### src/rtl/gdd_pkg.sv
// gdd_pkg: constants, types and calendar functions for the gregorian date difference unit
// depends on nothing; used by gregorian_date_difference_unit and its testbench
package gdd_pkg;

   localparam int DayW      = 5;
   localparam int MonthW    = 4;
   localparam int YearW     = 14;
   localparam int DayNumW   = 22;
   localparam int DiffW     = 23;
   localparam int YearLimit = 9999;

   // floor(x / 100) for x < 2**YearW, as a multiply by a scaled reciprocal
   localparam int Recip100W     = 27;
   localparam int Recip100      = 5243;
   localparam int Recip100Shift = 19;
   localparam int Quot100W      = 8;

   typedef logic [DayNumW-1:0] day_num_type;
   typedef logic signed [DiffW-1:0] diff_type;

   typedef struct packed {
      logic [DayW-1:0]   day;
      logic [MonthW-1:0] month;
      logic [YearW-1:0]  year;
   } date_type;

   localparam logic [4:0] MonthLen [12] = '{
      5'd31, 5'd28, 5'd31, 5'd30, 5'd31, 5'd30,
      5'd31, 5'd31, 5'd30, 5'd31, 5'd30, 5'd31};

   localparam logic [8:0] DaysBeforeMonth [12] = '{
      9'd0, 9'd31, 9'd59, 9'd90, 9'd120, 9'd151,
      9'd181, 9'd212, 9'd243, 9'd273, 9'd304, 9'd334};

   function automatic logic [Quot100W-1:0] div100(logic [YearW-1:0] x);
      logic [Recip100W-1:0] prod;
      prod = Recip100W'(x) * Recip100W'(Recip100);
      return prod[Recip100Shift +: Quot100W];
   endfunction

   // 4/100/400 rule
   function automatic logic leap_year(logic [YearW-1:0] y);
      logic [Quot100W-1:0] q;
      logic                by100;
      q     = div100(y);
      by100 = (y == YearW'(q) * YearW'(100));
      return ((y[1:0] == 2'b00) && !by100) || (by100 && (q[1:0] == 2'b00));
   endfunction

   function automatic logic date_valid(date_type dt);
      logic [4:0] len;
      logic [3:0] mi;
      if ((dt.month < 4'd1) || (dt.month > 4'd12) || (dt.year > YearW'(YearLimit))) begin
         return 1'b0;
      end
      mi  = dt.month - 4'd1;
      len = MonthLen[mi];
      if ((dt.month == 4'd2) && leap_year(dt.year)) begin
         len = 5'd29;
      end
      return (dt.day != '0) && (dt.day <= len);
   endfunction

   // days since year 0 jan 1, plus one; month must be in range
   function automatic day_num_type day_number(date_type dt);
      logic [YearW-1:0]   y3;
      logic [YearW-1:0]   y99;
      logic [YearW-1:0]   y399;
      logic [11:0]        leaps;
      logic [3:0]         mi;
      logic [DayNumW-1:0] base;
      mi    = dt.month - 4'd1;
      y3    = dt.year + YearW'(3);
      y99   = dt.year + YearW'(99);
      y399  = dt.year + YearW'(399);
      leaps = 12'(y3 >> 2) - 12'(div100(y99)) + 12'(div100(y399 >> 2));
      base  = DayNumW'(dt.year) * DayNumW'(365);
      return base + DayNumW'(leaps) + DayNumW'(DaysBeforeMonth[mi])
             + DayNumW'((dt.month > 4'd2) && leap_year(dt.year)) + DayNumW'(dt.day);
   endfunction

endpackage

### src/rtl/gregorian_date_difference_unit.sv
// gregorian_date_difference_unit: signed day count between two gregorian dates
// depends on gdd_pkg (calendar functions, widths, month tables)

// The unit takes a word holding two proleptic gregorian dates (year 0 to 9999) and
// returns one word with the signed number of days from the first date to the second,
// negative when the first date is later. With csr_wr_data written as 1 the magnitude
// grows by one, so equal dates give +1. A month outside 1..12, a day of 0 or past the
// month end, or a year above 9999 in either date sets rsp_date_error with a zero
// difference. The datapath is a three-register pipeline: an input register, a register
// holding both day numbers (each a constant-reciprocal division and table sum), and the
// result register after the subtract and end-day adjust. rsp_valid rises when a word
// reaches the result register, and a new word is taken every cycle as long as the
// result side does not stall; a stall backs up through the stages, each stage still
// filling while the one after it holds. The end-day mode is sampled at the last stage;
// it is to be written only while the unit is empty, which the unit does not enforce.
module gregorian_date_difference_unit
   import gdd_pkg::*;
(
   input  logic                    clock,
   input  logic                    reset,
   // configuration
   input  logic                    csr_wr_en,
   input  logic                    csr_wr_data,
   // request words
   input  logic                    req_valid,
   output logic                    req_stall,
   input  logic [DayW-1:0]         req_first_day,
   input  logic [MonthW-1:0]       req_first_month,
   input  logic [YearW-1:0]        req_first_year,
   input  logic [DayW-1:0]         req_second_day,
   input  logic [MonthW-1:0]       req_second_month,
   input  logic [YearW-1:0]        req_second_year,
   // response words
   output logic                    rsp_valid,
   input  logic                    rsp_stall,
   output logic signed [DiffW-1:0] rsp_day_difference,
   output logic                    rsp_date_error
);

   // end-day mode register
   logic count_end_day_ff;

   always_ff @(posedge clock) begin
      if (reset) begin
         count_end_day_ff <= 1'b0;
      end else if (csr_wr_en) begin
         count_end_day_ff <= csr_wr_data;
      end
   end

   // stage valids and advance chain, from the output back to the input
   logic s1_valid_ff, s2_valid_ff, s3_valid_ff;
   logic s1_load, s2_load, s3_load;

   assign s3_load   = !s3_valid_ff || !rsp_stall;
   assign s2_load   = !s2_valid_ff || s3_load;
   assign s1_load   = !s1_valid_ff || s2_load;
   assign req_stall = !s1_load;

   always_ff @(posedge clock) begin
      if (reset) begin
         s1_valid_ff <= 1'b0;
         s2_valid_ff <= 1'b0;
         s3_valid_ff <= 1'b0;
      end else begin
         if (s1_load) begin
            s1_valid_ff <= req_valid;
         end
         if (s2_load) begin
            s2_valid_ff <= s1_valid_ff;
         end
         if (s3_load) begin
            s3_valid_ff <= s2_valid_ff;
         end
      end
   end

   // stage 1: input register
   date_type first_ff, second_ff;

   always_ff @(posedge clock) begin
      if (s1_load && req_valid) begin
         first_ff  <= '{day: req_first_day,  month: req_first_month,  year: req_first_year};
         second_ff <= '{day: req_second_day, month: req_second_month, year: req_second_year};
      end
   end

   // stage 2: day numbers and validity of both dates
   day_num_type num1_ff, num2_ff, num1_in, num2_in;
   logic        bad_ff, bad_in;

   always_comb begin
      bad_in  = !(date_valid(first_ff) && date_valid(second_ff));
      num1_in = day_number(first_ff);
      num2_in = day_number(second_ff);
   end

   always_ff @(posedge clock) begin
      if (s2_load && s1_valid_ff) begin
         num1_ff <= num1_in;
         num2_ff <= num2_in;
         bad_ff  <= bad_in;
      end
   end

   // stage 3: subtract, end-day adjust, force zero on error
   diff_type diff_ff, diff_in, raw_diff;
   logic     err_ff;

   always_comb begin
      raw_diff = diff_type'({1'b0, num2_ff}) - diff_type'({1'b0, num1_ff});
      diff_in  = raw_diff;
      if (count_end_day_ff) begin
         // non-negative (including equal dates) grows up, negative grows down
         diff_in = raw_diff[DiffW-1] ? raw_diff - diff_type'(1) : raw_diff + diff_type'(1);
      end
      if (bad_ff) begin
         diff_in = '0;
      end
   end

   always_ff @(posedge clock) begin
      if (s3_load && s2_valid_ff) begin
         diff_ff <= diff_in;
         err_ff  <= bad_ff;
      end
   end

   assign rsp_valid          = s3_valid_ff;
   assign rsp_day_difference = diff_ff;
   assign rsp_date_error     = err_ff;

   // an error word never carries a nonzero difference
   assert property (@(posedge clock) disable iff (reset)
      (rsp_valid && rsp_date_error) |-> (rsp_day_difference == '0))
      else $error("error word with nonzero difference");

   // back-pressure reaches the input only when every stage is full
   assert property (@(posedge clock) disable iff (reset)
      req_stall |-> (s1_valid_ff && s2_valid_ff && s3_valid_ff && rsp_stall))
      else $error("input stalled with a free stage");

   // reset empties the pipeline
   assert property (@(posedge clock) reset |=> (!rsp_valid && !s1_valid_ff && !s2_valid_ff))
      else $error("pipeline not empty after reset");

endmodule

### config.mk
export PLATFORM = sky130hd
export DESIGN_NAME = gregorian_date_difference_unit
export DESIGN_NICKNAME = d
export VERILOG_FILES = /design/src/rtl/gdd_pkg.sv /design/src/rtl/gregorian_date_difference_unit.sv
export SDC_FILE = /design/constraint.sdc
export NUM_CORES = 2
export LEC_CHECK = 0
export BUFFER_PORTS_ARGS = -buffer_cell sky130_fd_sc_hd__buf_2
export CORE_MARGIN = 3
export CORE_UTILIZATION = 62
export CTS_BUF_LIST = sky130_fd_sc_hd__clkbuf_2
export DETAILED_ROUTE_END_ITERATION = 10
export PLACE_DENSITY_LB_ADDON = 0.08
export RECOVER_POWER = 25
export SYNTH_ARGS = -nofsm -noshare
export SYNTH_HDL_FRONTEND = slang
export SYNTH_SLANG_ARGS = --single-unit
### constraint.sdc
create_clock -name clock -period 15.4 [get_ports clock]
set_input_delay 0 -clock clock [delete_from_list [all_inputs] [get_ports clock]]
set_output_delay 0 -clock clock [all_outputs]
set_load 0.1 [all_outputs]
### Word-level counts from Yosys, hierarchy flattened

Memories as Yosys holds them, arrays and structs flattened.
Index checks and enable logic that the tools add are counted.

| word-level totals | value |
|---|---|
| bits of input ports | 52 |
| output and inout port bits | 26 |
| memories | 4 |
| bits in read-only memories | 448 |
| register bits | 119 |

Memories:

| memory | depth | bits a word | read ports | clocked after memory_dff | write ports | RTL line | text |
|---|---|---|---|---|---|---|---|
| (name not given) | 16 | 9 | 1 | 0 | 0 | gdd_pkg.sv:78 | `return base + DayNumW'(leaps) + DayNumW'(DaysBeforeMonth[mi])` |
| (name not given) | 16 | 9 | 1 | 0 | 0 | gdd_pkg.sv:78 |  |
| (name not given) | 16 | 5 | 1 | 0 | 0 | gdd_pkg.sv:57 | `len = MonthLen[mi];` |
| (name not given) | 16 | 5 | 1 | 0 | 0 | gdd_pkg.sv:57 |  |

| cells by class | value |
|---|---|
| reductions and logical operators | 37 |
| multipliers | 10 |
| muxes and demuxes | 20 |
| $lt $le $gt $ge | 12 |
| equality and inequality tests | 4 |
| $add $sub $neg | 23 |
| bitwise operators | 2 |

Operator list:

| cell | number |
|---|---|
| multiplier 14 x 13 -> 27 bit, second input constant | 4 |
| multiplier 12 x 13 -> 25 bit, second input constant | 2 |
| 2-to-1 mux 23 bit | 2 |
| adder 22 x 1 -> 22 bit | 2 |
| adder 22 x 12 -> 22 bit | 2 |
| adder 22 x 5 -> 22 bit | 2 |
| adder 22 x 9 -> 22 bit | 2 |
| multiplier 14 x 9 -> 22 bit, second input constant | 2 |
| 2-to-1 mux 5 bit | 8 |
| 2-to-1 mux 9 bit | 4 |
| adder 14 x 2 -> 14 bit, second input constant | 2 |
| adder 14 x 7 -> 14 bit, second input constant | 2 |
| adder 14 x 9 -> 14 bit, second input constant | 2 |
| equality test 14 bit | 2 |
| > comparator 14 bit, second input constant | 2 |
| adder 12 x 6 -> 12 bit | 2 |
| multiplier 8 x 5 -> 12 bit, second input constant | 2 |
| subtractor 12 x 8 -> 12 bit | 2 |
| adder 23 x 2 -> 23 bit, second input constant | 1 |
| subtractor 22 x 22 -> 23 bit | 1 |
| subtractor 23 x 2 -> 23 bit, second input constant | 1 |
| logical AND 1 bit | 14 |
| >= comparator 5 bit, second input constant | 2 |
| less-or-equal comparator 5 bit | 2 |
| 11 further kinds | 41 |

### Longest topological paths before layout

| logic depth | value |
|---|---|
| depth after elaboration | 14 |
| mapped depth | 58 |

### Worst setup path after synthesis

No wires, ideal clock.

| path | value |
|---|---|
| path type | reg2reg |
| from | register second_ff[2] (netlist name) |
| to | register num2_ff[20] (data pin) |
| arrival | 12.380 ns |
| slack | 2.758 ns |
| buffers on the path | 1 |
| cell stages (with the launch flop) | 53 |
| path through | edfxtp_1 -> clkbuf_1 -> inv_1 -> ha_1 -> a21boi_0 -> nor2b_1 -> o21ai_0 -> o21a_1 -> nor2b_1 -> nand2_1 -> xnor2_1 -> xnor2_1 -> ha_1 -> inv_1 -> fa_1 -> fa_1 -> inv_1 -> fa_1 -> [... 17 more ...] -> nor2b_1 -> o21a_1 -> nor2_1 -> xnor2_1 -> ha_1 -> fa_1 -> inv_1 -> fa_1 -> fa_1 -> inv_1 -> ha_1 -> a2111o_1 -> a31oi_1 -> o21ai_0 -> or4_1 -> a31oi_1 -> o21ai_1 -> xor2_1 |

| between the ends | value |
|---|---|
| longest elaborated chain between the ends | 9 |
| elaborated cells on any way between the ends | 21 |
| classes of those cells | 9 x add/sub; 5 x mul; 1 x eq/ne; 6 x reduce/logical |

Ends and longest elaborated chain:

| element | RTL line | text |
|---|---|---|
| from (decl) | gregorian_date_difference_unit.sv:79 | `date_type first_ff, second_ff;` |
| from (signal assigned) | gregorian_date_difference_unit.sv:84 | `second_ff <= '{day: req_second_day, month: req_second_month, year: req_second_year};` |
| branches (longest 7 deep; another with multiplier 14 x 13 -> 27 bit) | - |  |
| adder 22 x 1 -> 22 bit (*) | gdd_pkg.sv:79 | `+ DayNumW'((dt.month > 4'd2) && leap_year(dt.year)) + DayNumW'(dt.day);` |
| adder 22 x 5 -> 22 bit (*) | gdd_pkg.sv:79 |  |
| net num2_in[20] | gregorian_date_difference_unit.sv:89 | `day_num_type num1_ff, num2_ff, num1_in, num2_in;` |
| to (signal assigned) | gregorian_date_difference_unit.sv:101 | `num2_ff <= num2_in;` |
| to (decl) | gregorian_date_difference_unit.sv:89 |  |

Mark *: on every way through the listed nets, which the timed path passes.
A chain may end at the register's enable or synchronous reset.

### Final worst setup path

| path | value |
|---|---|
| from | register second_ff[0] (netlist name) |
| to | register num2_ff[21] (data pin) |

The elaborated chain is that of the path after synthesis.

==> qor.yml <==
outcome:
  status: "finished clean"
routing:
  wl_per_cell_um: 18.3
  drt_iter0_drc: 1282
  post-route-drc-count: 0
  routed_via_density: 5.43
  wl_met2_um: 38400
  met3_length_um: 4320
  wl_met1_um: 39000
  dr.pass1.iters: 6
  top_layer: "met5"
  dr_total_vias: 24900
  wirelength_um: 83600
  ant_nets: 0
floorplanning:
  core-area_um2: 55500
  start_util_pct: 63.2
  die_area_um2: 59500
  rows: 86
  io_pins: 78
  die_w_um: 244
  chipHeight_um: 244
sta:
  hold_viol: 0
  whs_ps: 219
  post-route-period-util_pct: 93.4
  final.setup.tns_ps: 0
  worst_pin_slew_ps: 1330
  grt_setup_unrepaired: "false"
  finalSetupViolations: 0
  finalCriticalPeriod_ps: 14390
  final_max_slew_viol_count: 0
  fmax_mhz: 69.5
  slew_headroom_pct: 11.1
  fin_skew_ps: 84.6
logic_synthesis:
  ys_ff_latch: 119
  synthCells: 3621
  yosysUniqueCellTypes: 60
  syn_nets: 5014
  async_reset_ff_share_pct: 0
  yosysWarnings: 0
  netlist_area_um2: 35100
  ys_seq_area_share_pct: 10.1
  syn_avg_cell_area_um2: 9.69
  synth-main-ff-cell: "edfxtp_1"
  synth_edf_count: 115
final_layout:
  final_common_cell: "inv_1"
  final_cell_mix: "1036 x inv_1, 855 x ha_1, 486 x fa_1, 203 x xnor2_1, 131 x a21oi_1"
  stdcell_area_um2: 37700
  drive_above_1_share_pct: 3.55
  syn_to_final_growth_pct: 7.60
  fin_nets: 5210
global_routing:
  overflow: 0
  grt_use_total_pct: 29.4
  antenna_found_initial: 4
  grt_start_max_net_pins: 47
  grt_first_pass_wirelength_um: 138000
  first_global_vias: 26800
cts:
  root_buffer: "clkbuf_2"
  clock_tree.buffer_depth: 2
  post_cts_buffers: 0
  ctsResizeCount: 0
  path_clk_slew_ps: 270
  cts_tree: "built"
  clk_latency_ps: 990
  cts-htree-levels: 4
  cts_sinks: 119
  numCtsBuffers: 17
critical_path:
  max_stage_delay_ps: 780
  worstPathArrival_ps: 15070
  critPathCaptureType: "flop"
  cp_max_fo: 13
  critPathSlowestCell: "edfxtp_1"
  critPathRequiredTime_ps: 16080
  critPathKind: "flop to flop"
  regToRegSetupSlack_ps: 1010
  startpoint_type: "flop"
placed_design:
  portBuffers: 77
  dpl_cell_area_um2: 36500
  dp_hpwl_um: 72500
  gp_congestion: 0.959
flow_run:
  drv_cap: 0
hold_path:
  min_path_type: "input port to flop"
-- sequential cells by signal, indices dropped and copies added (netlist names) --
name / cells
first_ff: 23
rsp_day_difference: 23
second_ff: 23
num1_ff: 22
num2_ff: 22
bad_ff: 1
count_end_day_ff: 1
rsp_date_error: 1
rsp_valid: 1
s1_valid_ff: 1
s2_valid_ff: 1
-- layout make-up --
type	count	area (um2)
timing repair buffer	196	1530
clock buffer	17	85.1
tap	748	936
clock inverter	15	150
inverter	1036	3890
multi-input combinational	2447	27600
sequential	119	3530
antenna	4	10.0
fill	4497	17800
-- worst max-delay path: cells and delay by family (launching register included) --
family	cells	cell delay, ps
simple gates	8	1120
flops	1	780
xor+xnor	4	1050
buf+inv	8	690
compound gates	17	4360
fa+ha+maj	14	6090
-- what timing repair did --
action / CTS / global route
hold buffers: 104 / 0
endpoints found under the hold margin: 165 / 0
endpoints found under the setup margin: 0 / 0
-- final timing paths --
check                 to              start  cells after the start
min reg2reg  s2_valid_ff        s1_valid_ff                      2
max          num2_ff[21]       second_ff[0]                     51
max reg2reg  num2_ff[21]       second_ff[0]                     51
min          first_ff[3]  req_first_year[3]                      3
-- through the flow --
stage          utilization [%]  std cells  setup WS, ps
2_1_floorplan                -       3621          2760
4_1_cts                   68.0       4578          1000
6_report                  68.0       4582          1010
3_3_place_gp              65.7       4442          1420
5_1_grt                   68.0       4582          42.2
3_5_place_dp              65.7       4442          1130
-- layer usage --
layer / vias up / track usage (%)
li1: 11900 / -
met5: - / 0
met4: 2 / 7.29
met3: 125 / 3.92
met1: 12200 / 41.9
met2: 593 / 47.7
-- logic make-up after synthesis --
kind of cell / share of synthesized area, %
fa+ha+maj: 58.2
buf+inv: 11.3
mux: 0.432
flops: 10.1
compound gates: 7.86
xor+xnor: 6.37
simple gates: 5.75
-- cells in the mapped netlist (17+ instances only) --
master	instances	area, um2
a211oi_1	21	158
inv_1	1036	3890
and3_1	19	119
fa_1	486	9730
clkbuf_1	17	63.8
nand3_1	27	135
ha_1	855	10700
xor2_1	52	455
xnor2_1	203	1780
a21o_1	62	465
nor3_1	33	165
nor2_1	121	454
nor2b_1	38	238
edfxtp_1	115	3450
nand2b_1	25	156
o21a_1	33	248
a21oi_1	132	661
nand2_1	85	319
o21ai_0	72	360
Power is not shown: default switching activity piles up to over one toggle a cycle in this logic, so the estimate is an artifact.
